===== src/rtl/core/rse_pkg.sv =====
// Shared types and constants for the postfix stack evaluator.
package rse_pkg;

  localparam int DATA_W  = 64;
  localparam int CMD_W   = 3;
  localparam int STAT_W  = 3;
  localparam int DEPTH_W = 5;
  localparam int COUNT_W = 16;
  localparam int STEP_W  = 6;

  typedef enum logic [CMD_W-1:0] {
    CMD_PUSH   = 3'd0,
    CMD_ADD    = 3'd1,
    CMD_SUB    = 3'd2,
    CMD_MUL    = 3'd3,
    CMD_DIVMOD = 3'd4,
    CMD_DROP   = 3'd5,
    CMD_SWAP   = 3'd6,
    CMD_END    = 3'd7
  } cmd_t;

  typedef enum logic [STAT_W-1:0] {
    ST_OK      = 3'd0,
    ST_UNDER   = 3'd1,
    ST_FULL    = 3'd2,
    ST_DIVZERO = 3'd3,
    ST_TOOMANY = 3'd4,
    ST_NOVALUE = 3'd5
  } status_t;

  typedef enum logic [2:0] {
    S_IDLE,
    S_DECODE,
    S_LOAD,
    S_WAIT,
    S_RESULT
  } state_t;

  typedef enum logic [1:0] {
    U_IDLE,
    U_RUN,
    U_FIX
  } ustate_t;

  typedef struct packed {
    logic start;
    logic div;
  } md_req_t;

endpackage


===== src/rtl/core/rse_if.sv =====
// Valid/ready channels for the evaluator's operation words and result words.
interface rse_req_if;
  import rse_pkg::*;
  logic                     valid;
  logic                     ready;
  logic [CMD_W-1:0]         command;
  logic signed [DATA_W-1:0] literal;

  modport source(output valid, command, literal, input ready);
  modport sink(input valid, command, literal, output ready);
endinterface

interface rse_rsp_if;
  import rse_pkg::*;
  logic                     valid;
  logic                     ready;
  logic [STAT_W-1:0]        status;
  logic signed [DATA_W-1:0] top_value;
  logic [DEPTH_W-1:0]       depth;
  logic                     finished;
  logic [COUNT_W-1:0]       item_count;

  modport source(output valid, status, top_value, depth, finished, item_count, input ready);
  modport sink(input valid, status, top_value, depth, finished, item_count, output ready);
endinterface


===== src/rtl/core/rpn_stack_evaluator.sv =====
// Postfix evaluator over 64-bit integers on a bounded operand stack.
// Push, end, a drop to empty, and a word that raises or meets an error go from decode straight to
// the result state. Drop, add, sub and swap on two or more values pass through a load state first;
// mul and divmod then wait on the 64 passes of the shared shift-add unit. One word is in flight at
// a time: a new word is taken once the result is registered, which waits while the sink stalls.
// Synchronous active-high reset empties the stack and clears the held error and the count.
module rpn_stack_evaluator #(
  parameter int STACK_DEPTH = 16
) (
  input logic      clk,
  input logic      rst,
  rse_req_if.sink  req,
  rse_rsp_if.source rsp
);
  import rse_pkg::*;

  localparam int SP_W = $clog2(STACK_DEPTH + 1);
  localparam int AW   = $clog2(STACK_DEPTH);

  state_t               state, state_next;
  logic [SP_W-1:0]      sp, sp_next;
  logic [DATA_W-1:0]    top, top_next;
  status_t              err, err_next;
  logic [COUNT_W-1:0]   items, items_next;
  cmd_t                 cmd, cmd_next;
  logic [DATA_W-1:0]    lit, lit_next;
  logic                 fin, fin_next;
  status_t              res_status, res_status_next;
  logic [COUNT_W-1:0]   res_count, res_count_next;

  logic                 o_valid, o_valid_next;
  logic [STAT_W-1:0]    o_status, o_status_next;
  logic [DATA_W-1:0]    o_top, o_top_next;
  logic [DEPTH_W-1:0]   o_depth, o_depth_next;
  logic                 o_fin, o_fin_next;
  logic [COUNT_W-1:0]   o_count, o_count_next;

  logic                 ram_we;
  logic [AW-1:0]        ram_waddr, ram_raddr;
  logic [DATA_W-1:0]    ram_wdata, ram_rdata;

  md_req_t              md_req;
  logic                 md_done;
  logic [DATA_W-1:0]    md_q, md_r;

  logic [SP_W-1:0]      sp_m1, sp_m2;
  logic [SP_W+4:0]      sp_ext;

  assign sp_m1  = sp - SP_W'(1);
  assign sp_m2  = sp - SP_W'(2);
  assign sp_ext = {5'b00000, sp};

  rse_ram #(
    .WIDTH(DATA_W),
    .DEPTH(STACK_DEPTH)
  ) u_stack (
    .clk  (clk),
    .we   (ram_we),
    .waddr(ram_waddr),
    .wdata(ram_wdata),
    .raddr(ram_raddr),
    .rdata(ram_rdata)
  );

  rse_muldiv u_muldiv (
    .clk  (clk),
    .rst  (rst),
    .req  (md_req),
    .opa  (top),
    .opb  (ram_rdata),
    .done (md_done),
    .res_q(md_q),
    .res_r(md_r)
  );

  assign req.ready      = (state == S_IDLE);
  assign rsp.valid      = o_valid;
  assign rsp.status     = o_status;
  assign rsp.top_value  = o_top;
  assign rsp.depth      = o_depth;
  assign rsp.finished   = o_fin;
  assign rsp.item_count = o_count;

  always_ff @(posedge clk) begin
    if (rst) begin
      state   <= S_IDLE;
      sp      <= '0;
      err     <= ST_OK;
      items   <= '0;
      fin     <= 1'b0;
      o_valid <= 1'b0;
    end else begin
      state   <= state_next;
      sp      <= sp_next;
      err     <= err_next;
      items   <= items_next;
      fin     <= fin_next;
      o_valid <= o_valid_next;
    end
    top        <= top_next;
    cmd        <= cmd_next;
    lit        <= lit_next;
    res_status <= res_status_next;
    res_count  <= res_count_next;
    o_status   <= o_status_next;
    o_top      <= o_top_next;
    o_depth    <= o_depth_next;
    o_fin      <= o_fin_next;
    o_count    <= o_count_next;
  end

  always_comb begin
    state_next      = state;
    sp_next         = sp;
    top_next        = top;
    err_next        = err;
    items_next      = items;
    cmd_next        = cmd;
    lit_next        = lit;
    fin_next        = fin;
    res_status_next = res_status;
    res_count_next  = res_count;
    o_valid_next    = o_valid && !rsp.ready;
    o_status_next   = o_status;
    o_top_next      = o_top;
    o_depth_next    = o_depth;
    o_fin_next      = o_fin;
    o_count_next    = o_count;
    ram_we          = 1'b0;
    ram_waddr       = sp_m1[AW-1:0];
    ram_wdata       = top;
    ram_raddr       = sp_m2[AW-1:0];
    md_req.start    = 1'b0;
    md_req.div      = (cmd == CMD_DIVMOD);

    case (state)
      S_IDLE: begin
        if (req.valid) begin
          cmd_next   = cmd_t'(req.command);
          lit_next   = req.literal;
          state_next = S_DECODE;
        end
      end

      S_DECODE: begin
        state_next = S_RESULT;
        if (cmd == CMD_END) begin
          fin_next        = 1'b1;
          res_count_next  = items;
          res_status_next = err;
          top_next        = '0;
          if (err == ST_OK) begin
            if (sp == SP_W'(1)) begin
              top_next = top;
            end else if (sp == '0) begin
              res_status_next = ST_NOVALUE;
            end else begin
              res_status_next = ST_TOOMANY;
            end
          end
          sp_next    = '0;
          err_next   = ST_OK;
          items_next = '0;
        end else begin
          fin_next = 1'b0;
          if (err == ST_OK) begin
            items_next = (items == '1) ? items : items + COUNT_W'(1);
            case (cmd)
              CMD_PUSH: begin
                if (sp == SP_W'(STACK_DEPTH)) begin
                  err_next = ST_FULL;
                end else begin
                  ram_we   = (sp != '0);
                  top_next = lit;
                  sp_next  = sp + SP_W'(1);
                end
              end
              CMD_DROP: begin
                if (sp == '0) begin
                  err_next = ST_UNDER;
                end else if (sp == SP_W'(1)) begin
                  sp_next = '0;
                end else begin
                  state_next = S_LOAD;
                end
              end
              default: begin
                if (sp < SP_W'(2)) begin
                  err_next = ST_UNDER;
                end else if (cmd == CMD_DIVMOD && top == '0) begin
                  err_next = ST_DIVZERO;
                end else begin
                  state_next = S_LOAD;
                end
              end
            endcase
          end
        end
      end

      S_LOAD: begin
        state_next = S_RESULT;
        case (cmd)
          CMD_DROP: begin
            top_next = ram_rdata;
            sp_next  = sp_m1;
          end
          CMD_ADD: begin
            top_next = ram_rdata + top;
            sp_next  = sp_m1;
          end
          CMD_SUB: begin
            top_next = ram_rdata - top;
            sp_next  = sp_m1;
          end
          CMD_SWAP: begin
            ram_we    = 1'b1;
            ram_waddr = sp_m2[AW-1:0];
            ram_wdata = top;
            top_next  = ram_rdata;
          end
          CMD_MUL, CMD_DIVMOD: begin
            md_req.start = 1'b1;
            state_next   = S_WAIT;
          end
          default: begin
            state_next = S_RESULT;
          end
        endcase
      end

      S_WAIT: begin
        if (md_done) begin
          state_next = S_RESULT;
          if (cmd == CMD_MUL) begin
            top_next = md_q;
            sp_next  = sp_m1;
          end else begin
            ram_we    = 1'b1;
            ram_waddr = sp_m2[AW-1:0];
            ram_wdata = md_q;
            top_next  = md_r;
          end
        end
      end

      S_RESULT: begin
        if (!o_valid || rsp.ready) begin
          o_valid_next  = 1'b1;
          o_fin_next    = fin;
          o_status_next = fin ? res_status : err;
          o_top_next    = (fin || sp != '0) ? top : '0;
          o_depth_next  = fin ? '0 : sp_ext[DEPTH_W-1:0];
          o_count_next  = fin ? res_count : items;
          state_next    = S_IDLE;
        end
      end

      default: begin
        state_next = S_IDLE;
      end
    endcase
  end

endmodule


===== src/rtl/core/rse_ram.sv =====
// Generic single-write, single-read RAM with registered read data.
module rse_ram #(
  parameter int WIDTH = 64,
  parameter int DEPTH = 16
) (
  input  logic                     clk,
  input  logic                     we,
  input  logic [$clog2(DEPTH)-1:0] waddr,
  input  logic [WIDTH-1:0]         wdata,
  input  logic [$clog2(DEPTH)-1:0] raddr,
  output logic [WIDTH-1:0]         rdata
);

  logic [WIDTH-1:0] mem [DEPTH];

  always_ff @(posedge clk) begin
    if (we) begin
      mem[waddr] <= wdata;
    end
    rdata <= mem[raddr];
  end

endmodule


===== src/rtl/core/rse_muldiv.sv =====
// Iterative shift-add multiplier and restoring signed divider on one shared adder.
module rse_muldiv (
  input  logic                     clk,
  input  logic                     rst,
  input  rse_pkg::md_req_t         req,
  input  logic [rse_pkg::DATA_W-1:0] opa,
  input  logic [rse_pkg::DATA_W-1:0] opb,
  output logic                     done,
  output logic [rse_pkg::DATA_W-1:0] res_q,
  output logic [rse_pkg::DATA_W-1:0] res_r
);
  import rse_pkg::*;

  ustate_t             state, state_next;
  logic [STEP_W-1:0]   cnt, cnt_next;
  logic [DATA_W-1:0]   acc, acc_next;
  logic [DATA_W-1:0]   x, x_next;
  logic [DATA_W-1:0]   y, y_next;
  logic                is_div, is_div_next;
  logic                neg_q, neg_q_next;
  logic                neg_r, neg_r_next;
  logic                done_next;
  logic [DATA_W-1:0]   q_next, r_next;
  logic [DATA_W:0]     rem_sh;
  logic [DATA_W+1:0]   op1, op2, sum;
  logic                nonneg;

  assign rem_sh = {acc, x[DATA_W-1]};
  assign op1    = is_div ? {1'b0, rem_sh} : {2'b00, acc};
  assign op2    = is_div ? ~{2'b00, y} : {2'b00, (y[0] ? x : '0)};
  assign sum    = op1 + op2 + {{(DATA_W+1){1'b0}}, is_div};
  assign nonneg = ~sum[DATA_W+1];

  always_ff @(posedge clk) begin
    if (rst) begin
      state <= U_IDLE;
      done  <= 1'b0;
    end else begin
      state <= state_next;
      done  <= done_next;
    end
    cnt    <= cnt_next;
    acc    <= acc_next;
    x      <= x_next;
    y      <= y_next;
    is_div <= is_div_next;
    neg_q  <= neg_q_next;
    neg_r  <= neg_r_next;
    res_q  <= q_next;
    res_r  <= r_next;
  end

  always_comb begin
    state_next  = state;
    cnt_next    = cnt;
    acc_next    = acc;
    x_next      = x;
    y_next      = y;
    is_div_next = is_div;
    neg_q_next  = neg_q;
    neg_r_next  = neg_r;
    q_next      = res_q;
    r_next      = res_r;
    done_next   = 1'b0;
    case (state)
      U_IDLE: begin
        if (req.start) begin
          state_next  = U_RUN;
          cnt_next    = '0;
          acc_next    = '0;
          is_div_next = req.div;
          if (req.div) begin
            x_next     = opb[DATA_W-1] ? (~opb + 64'd1) : opb;
            y_next     = opa[DATA_W-1] ? (~opa + 64'd1) : opa;
            neg_q_next = opa[DATA_W-1] ^ opb[DATA_W-1];
            neg_r_next = opb[DATA_W-1];
          end else begin
            x_next     = opb;
            y_next     = opa;
            neg_q_next = 1'b0;
            neg_r_next = 1'b0;
          end
        end
      end
      U_RUN: begin
        cnt_next = cnt + STEP_W'(1);
        if (is_div) begin
          acc_next = nonneg ? sum[DATA_W-1:0] : rem_sh[DATA_W-1:0];
          x_next   = {x[DATA_W-2:0], nonneg};
        end else begin
          acc_next = sum[DATA_W-1:0];
          x_next   = {x[DATA_W-2:0], 1'b0};
          y_next   = {1'b0, y[DATA_W-1:1]};
        end
        if (cnt == '1) begin
          state_next = U_FIX;
        end
      end
      U_FIX: begin
        if (is_div) begin
          q_next = neg_q ? (~x + 64'd1) : x;
          r_next = neg_r ? (~acc + 64'd1) : acc;
        end else begin
          q_next = acc;
          r_next = '0;
        end
        done_next  = 1'b1;
        state_next = U_IDLE;
      end
      default: begin
        state_next = U_IDLE;
      end
    endcase
  end

endmodule


===== src/flat_wrapper.sv =====
// flat-port wrapper written by rule: the top's interface ports become plain ports
module rpn_stack_evaluator_flat import rse_pkg::*;
#(
  parameter int STACK_DEPTH = 16
)
  (clk, rst, req_valid, req_command, req_literal, req_ready, rsp_valid, rsp_status, rsp_top_value, rsp_depth, rsp_finished, rsp_item_count, rsp_ready);
  rse_req_if req_i ();
  rse_rsp_if rsp_i ();
  input logic clk;
  input logic rst;
  input wire logic [$bits(req_i.valid)-1:0] req_valid;
  input wire logic [$bits(req_i.command)-1:0] req_command;
  input wire logic [$bits(req_i.literal)-1:0] req_literal;
  output wire logic [$bits(req_i.ready)-1:0] req_ready;
  output wire logic [$bits(rsp_i.valid)-1:0] rsp_valid;
  output wire logic [$bits(rsp_i.status)-1:0] rsp_status;
  output wire logic [$bits(rsp_i.top_value)-1:0] rsp_top_value;
  output wire logic [$bits(rsp_i.depth)-1:0] rsp_depth;
  output wire logic [$bits(rsp_i.finished)-1:0] rsp_finished;
  output wire logic [$bits(rsp_i.item_count)-1:0] rsp_item_count;
  input wire logic [$bits(rsp_i.ready)-1:0] rsp_ready;
  assign req_i.valid = req_valid;
  assign req_i.command = req_command;
  assign req_i.literal = req_literal;
  assign req_ready = req_i.ready;
  assign rsp_valid = rsp_i.valid;
  assign rsp_status = rsp_i.status;
  assign rsp_top_value = rsp_i.top_value;
  assign rsp_depth = rsp_i.depth;
  assign rsp_finished = rsp_i.finished;
  assign rsp_item_count = rsp_i.item_count;
  assign rsp_i.ready = rsp_ready;
  rpn_stack_evaluator #(.STACK_DEPTH(STACK_DEPTH)) u_core (.clk(clk), .rst(rst), .req(req_i), .rsp(rsp_i));
endmodule

===== config.mk =====
export PLATFORM = sky130hd
export DESIGN_NAME = rpn_stack_evaluator_flat
export DESIGN_NICKNAME = d
export VERILOG_FILES = /design/src/rtl/core/rse_pkg.sv /design/src/rtl/core/rse_if.sv /design/src/rtl/core/rpn_stack_evaluator.sv /design/src/rtl/core/rse_ram.sv /design/src/rtl/core/rse_muldiv.sv /design/src/flat_wrapper.sv
export SDC_FILE = /design/constraint.sdc
export NUM_CORES = 2
export LEC_CHECK = 0
export CAP_MARGIN = 5
export CORE_ASPECT_RATIO = 0.75
export CORE_UTILIZATION = 55
export CTS_BUF_LIST = sky130_fd_sc_hd__clkbuf_8 sky130_fd_sc_hd__clkbuf_16
export DETAILED_ROUTE_END_ITERATION = 16
export DONT_BUFFER_PORTS = 1
export GPL_TIMING_DRIVEN = 0
export PLACE_DENSITY = 0.7
export REMOVE_ABC_BUFFERS = 1
export SETUP_SLACK_MARGIN = 0.15
export SLEW_MARGIN = 5
export SYNTH_ARGS = -nofsm -noshare
export SYNTH_HDL_FRONTEND = slang
export SYNTH_HIERARCHICAL = 1
export SYNTH_SLANG_ARGS = --single-unit

===== constraint.sdc =====
create_clock -name clk -period 9 [get_ports clk]
set_input_delay 1.8 -clock clk [delete_from_list [all_inputs] [get_ports clk]]
set_output_delay 1.8 -clock clk [all_outputs]
set_load 0.02 [all_outputs]

-- Word level (Yosys, flattened, before mapping)
Memory sizes are Yosys's and may differ from the RTL's. A register that Yosys moved wholly into a read port is not among the register bits.
Index checks and enable logic that the tools add are counted.
- register bits: 600
- memory bits (writable): 1024
- input port bits: 71
- output and inout bits: 91
- word-level logic and storage cells: 213
- memories kept: 1
- memory list (memory ; depth ; bits a word ; read ports ; clocked after memory_dff ; wr ports ; line ; text):
    u_core.u_stack.mem ; 16 ; 64 ; 1 ; 1 ; 1 ; rse_ram.sv:14 ; logic [WIDTH-1:0] mem [DEPTH];
- add/subtract/negate cells: 13
- $lt $le $gt $ge: 1
- equal/unequal tests: 37
- muxes and demuxes: 95
- bitwise logic cells: 7
- reduce and logical (&&, ||, !) cells: 32
- operators with widths (kind ; count):
    $mux 64 ; 25
    $pmux 64 s2 ; 3
    $pmux 64 s3 ; 2
    $add 64x1->64 const B ; 4
    $not 64->64 ; 4
    $add 66x1->66 ; 1
    $add 66x66->66 ; 1
    $mux 66 ; 1
    $not 64->66 ; 1
    $mux 65 ; 1
    $add 64x64->64 ; 1
    $logic_not 64->1 ; 1
    $mux 16 ; 4
    $sub 64x64->64 ; 1
    $mux 3 ; 19
    $mux 5 ; 8
    $mux 1 ; 17
    $add 16x1->16 const B ; 1
    $eq 16x16->1 const B ; 1
    $eq 3x3->1 const B ; 5
    $pmux 3 s5 ; 1
    $pmux 5 s3 ; 1
    $eq 3x2->1 const B ; 4
    $mux 4 ; 3
    45 further kinds ; 75

-- Logic depth before layout (Yosys ltp)
- depth in word-level cells: 8
- depth in mapped cells: 24
- gate-level depth less buffers: 20

-- Hierarchy
Netlist, hierarchy kept.
- modules (own cells, without submodules) (module ; instances ; cells each ; area each (um^2) ; sequential area each (um^2)):
    rse_ram ; 1 ; 1647 ; 39581.7 ; 32030.7
    rse_muldiv ; 1 ; 2723 ; 24059.3 ; 9939.5
    rpn_stack_evaluator ; 1 ; 1865 ; 17669.4 ; 7737.4

-- Least setup slack after synthesis
No wires, ideal clock.
- kind: reg2reg
- start: reg u_core.state[1]
- end: reg u_core.u_muldiv.acc[0], enable pin
- library setup time: 629 ps
- arrival time: 7071 ps
- data required time: 8371 ps
- slack: 1301 ps
- cell stages (with the launch flop): 8
- buffers on the path: 1
- period minus slack after synthesis: 7699 ps
- cells stage by stage: dfxtp_1 clkbuf_1 inv_1 nor2_1 nand2_1 a21oi_1 nor2_1 nor2_1
- RTL lines (what ; line ; text):
    start: declaration ; rpn_stack_evaluator.sv:20 ; state_t state, state_next;
    start signal: assignment ; rpn_stack_evaluator.sv:93 ; state <= state_next;
    end signal: assignment ; rse_muldiv.sv:43 ; acc <= acc_next;
    end: declaration ; rse_muldiv.sv:16 ; logic [DATA_W-1:0] acc, acc_next;

-- Worst setup path after layout
- start: reg u_core.u_muldiv.is_div
- end: reg u_core.u_muldiv.acc[61], data pin
- word-level cells in the longest chain between the ends: 6
- elaborated cells on any way between the ends: 7
- those cells by class: add/sub (2); mux (5)
- ends and longest elaborated chain (what ; line ; text):
    start: declaration ; rse_muldiv.sv:19 ; logic is_div, is_div_next;
    start signal: assignment ; rse_muldiv.sv:46 ; is_div <= is_div_next;
    $mux 65 or $mux 66 (tied branches) ; rse_muldiv.sv:29, rse_muldiv.sv:30 ;
    $add 66x66->66 ; rse_muldiv.sv:31 ; assign sum = op1 + op2 + {{(DATA_W+1){1'b0}}, is_div};
    $add 66x1->66 ; rse_muldiv.sv:31 ;
    $mux 64 ; rse_muldiv.sv:88 ; acc_next = nonneg ? sum[DATA_W-1:0] : rem_sh[DATA_W-1:0];
    $mux 64 * ; rse_muldiv.sv:87 ; if (is_div) begin
    $pmux 64 s2 * ; rse_muldiv.sv:65 ; case (state)
Every way passes the cells marked *; elsewhere a longest branch is shown, timed or not.
A chain may end at the register's enable or synchronous reset.

==> flow_summary.toml <==
[run_status]
status = "finished, final reports clean"

[setup_path]
r2r_slack_ns = 0.61
required_ns = 9.69
end_kind = "register"
startpoint_type = "register"
critical_path_class = "register to register"
endpoint = "u_core/u_muldiv/acc[61]"
crit_path_max_fanout = 124
timing.rr.end = "u_core/u_muldiv/acc[61]"
crit_arrival_ns = 9.08
rr_worst_depth = 24
crit-reg2reg-launch = "u_core/u_muldiv/is_div"
cp-startpoint = "u_core/u_muldiv/is_div"

[cts]
postCtsResizedCells = 0
hold_buffers = 0
cts-buffers-inserted = 163
ctsRootBufferMaster = "clkbuf_16"
cts.sinks = 1687
postCtsSetupBuffers = 0
clk_latency_ns = 0.83
cts_max_path_buffers = 3
clkTransAtPathRegs_ns = 0.07
cts_max_level = 4
cts_tree = "done"

[route]
firstDrtPassIters = 6
viasPerCell = 6.69
num_vias = 55600
wl_per_cell_um = 29.5
drtIter0Drc = 8031
drc_errors = 0
routed_wl_um = 245000
ant_nets = 0

[grt]
overflow = 0
grt_pass1_wl_um = 353000
grt_pass1_vias = 52100
grt_max_degree = 125
antenna_found_initial = 7
grt_use_total_pct = 32.5

[logic_synthesis]
avgSynthCellArea_um2 = 13.0
yosys-top-cells-count = "edfxtp_1 (1592), nand2_1 (610), o21ai_0 (426)"
synth.area.top_cells = "edfxtp_1 (59%), mux4_2 (7.1%), nand2_1 (2.8%)"
yosysSeqAreaShare_pct = 61.1
async_flop_share_pct = 0
syn_inst = 6235
synth_area_mm2 = 0.0813
yosysWarnings = 6
synth_seq_cells = 1687
synth_top_area_share_pct = 58.8
synth_area_leader_cell = "edfxtp_1"
yosysMostFrequentCell = "edfxtp_1"
synth_edf_count = 1592
synth_ff_type = "edfxtp_1"
synth_cell_types = 96

[sta]
fin_setup_tns_ns = 0
fin_skew_ns = 0.0392
worst_pin_slew_ns = 1.38
setup_slack_ns = 0.606
hold_viol = 0
drv_slew = 0
relSlewSlack_pct = 8.06
fmax_ghz = 0.119
layout_min_cycle_time_ns = 8.39
rsz0062_at_grt = "false"
setup_viol = 0
timing.final.crit_share_pct = 93.3

[floorplan]
die_h_um = 335
die_area_mm2 = 0.149
row_count = 121
ioPinCount = 162
core_region_area_mm2 = 0.146
start_util_pct = 55.7
die_w_um = 446

[pwr]
vdd_drop_max_mv = 0.201
power_leakage_nw = 30.2
power_density_mw_per_mm2 = 190

[final_layout]
area_delta_synth_final_pct = 12.1
drive_gt1_share_pct = 14.5
final_nets = 6400

[flow_run]
cap_violations = 0

[placement]
hpwl_um = 171000
place_ws_ns = 0.552
place_congestion = 0.982
io_buffers = 0

[min_path]
min_path_type = "register to register"
[placed cells by master, fill, tap and decap left out, drive strengths merged, types with 95 or more instances in the layout]
| master | n |
|---|---|
| ha | 141 |
| nand3 | 147 |
| nor2 | 415 |
| xnor2 | 186 |
| inv | 125 |
| nand2 | 610 |
| xor2 | 245 |
| mux2 | 142 |
| a21oi | 403 |
| mux4 | 256 |
| a22oi | 139 |
| dfxtp | 95 |
| clkbuf | 182 |
| o21ai | 430 |
| edfxtp | 1592 |
| buf | 168 |
[metrics by stage]
stage,hold WS (ns),power [mW],std cells,utilization [%],cell area [um2]
final,0.486,17.4,8300,62.5,91200
after global routing,0.522,17.8,8295,62.5,91200
after CTS,0.488,17.4,8292,62.5,91200
after detailed placement,0.467,10.4,7988,58.7,85600
after global placement,0.468,10.5,7820,56.3,82200
after floorplan,0.450,9.94,5852,-,79700
[layer usage]
layer  routed length [um]  track usage, %
met1               100000            48.2
met2               108000            48.0
met3                27200            6.12
met4                 8980            11.5
met5                   27               0
[state kept, by name, summed over array words and instances (netlist names), 2 cells and up]
register / cells
u_core/u_muldiv/x: 64
u_core/u_stack/rdata: 64
u_core/rsp.item_count: 16
u_core/u_muldiv/cnt: 6
u_core/lit: 64
u_core/u_muldiv/acc: 64
u_core/sp: 5
u_core/items: 16
u_core/top: 64
u_core/u_muldiv/res_r: 64
u_core/res_status: 3
u_core/err: 2
u_core/u_muldiv/y: 64
u_core/rsp.status: 3
u_core/u_stack/mem: 1024
u_core/u_muldiv/res_q: 64
u_core/u_muldiv/state: 2
u_core/state: 3
u_core/rsp.depth: 5
u_core/res_count: 16
u_core/rsp.top_value: 64
u_core/cmd: 3
[report_power, final]
part           internal, mW  switching, mW  total, mW
Combinational         0.523          0.854       1.38
Sequential             8.67          0.209       8.88
Clock                  4.01           3.09       7.10
[cell type report]
cell class	count	area [um2]
diodes	8	20.0
clock buffers	182	4370
clock inverters	122	1170
fillers	11000	54800
inverters	73	288
multi-input cells	4092	30000
flip-flops and latches	1687	49700
well taps	1968	2460
repair buffers	168	3130
[logic make-up (layout without fill, tap and decap cells)]
family / after synthesis / in the layout / synth area share [%]
other cells: 0 / 8 / 0
flops: 1687 / 1687 / 61.1
simple gates: 1692 / 1692 / 9.81
xor+xnor: 431 / 431 / 4.64
mux: 409 / 409 / 9.19
fa+ha+maj: 144 / 144 / 2.24
buf+inv: 456 / 545 / 2.28
compound gates: 1416 / 1416 / 10.7
[worst min-delay path by stage]
stage                          end  slack [ns]       startpoint  cells after the start
2_1_floorplan  u_core/res_count[8]        0.45  u_core/items[8]                      0
3_3_place_gp         u_core/err[0]        0.47    u_core/err[0]                      2
3_5_place_dp         u_core/err[0]        0.47    u_core/err[0]                      2
4_1_cts              u_core/err[0]        0.49    u_core/err[0]                      2
5_1_grt        u_core/res_count[8]        0.52  u_core/items[8]                      0
6_report             u_core/err[0]        0.49    u_core/err[0]                      2
[critical path: stages, from the launching register on]
cell and delay (ns):
edfxtp_1 0.52, buf_16 0.22, buf_16 0.17, buf_16 0.17, buf_16 0.17, buf_16 0.17
inv_6 0.39, buf_16 0.38, o21ai_0 0.25, ha_1 0.62, a21oi_1 0.14, o21ai_0 0.71
a211oi_1 0.18, a211oi_1 0.65, o211ai_1 0.18, o21ai_0 0.17, o41ai_1 0.19, o211a_1 0.25
a211oi_2 0.55, ha_1 0.37, nand2_2 0.27, nand2_1 0.72, nor3_1 0.35, mux2i_1 0.12
nand3_1 0.13
Power figures use the tool's default switching activity.
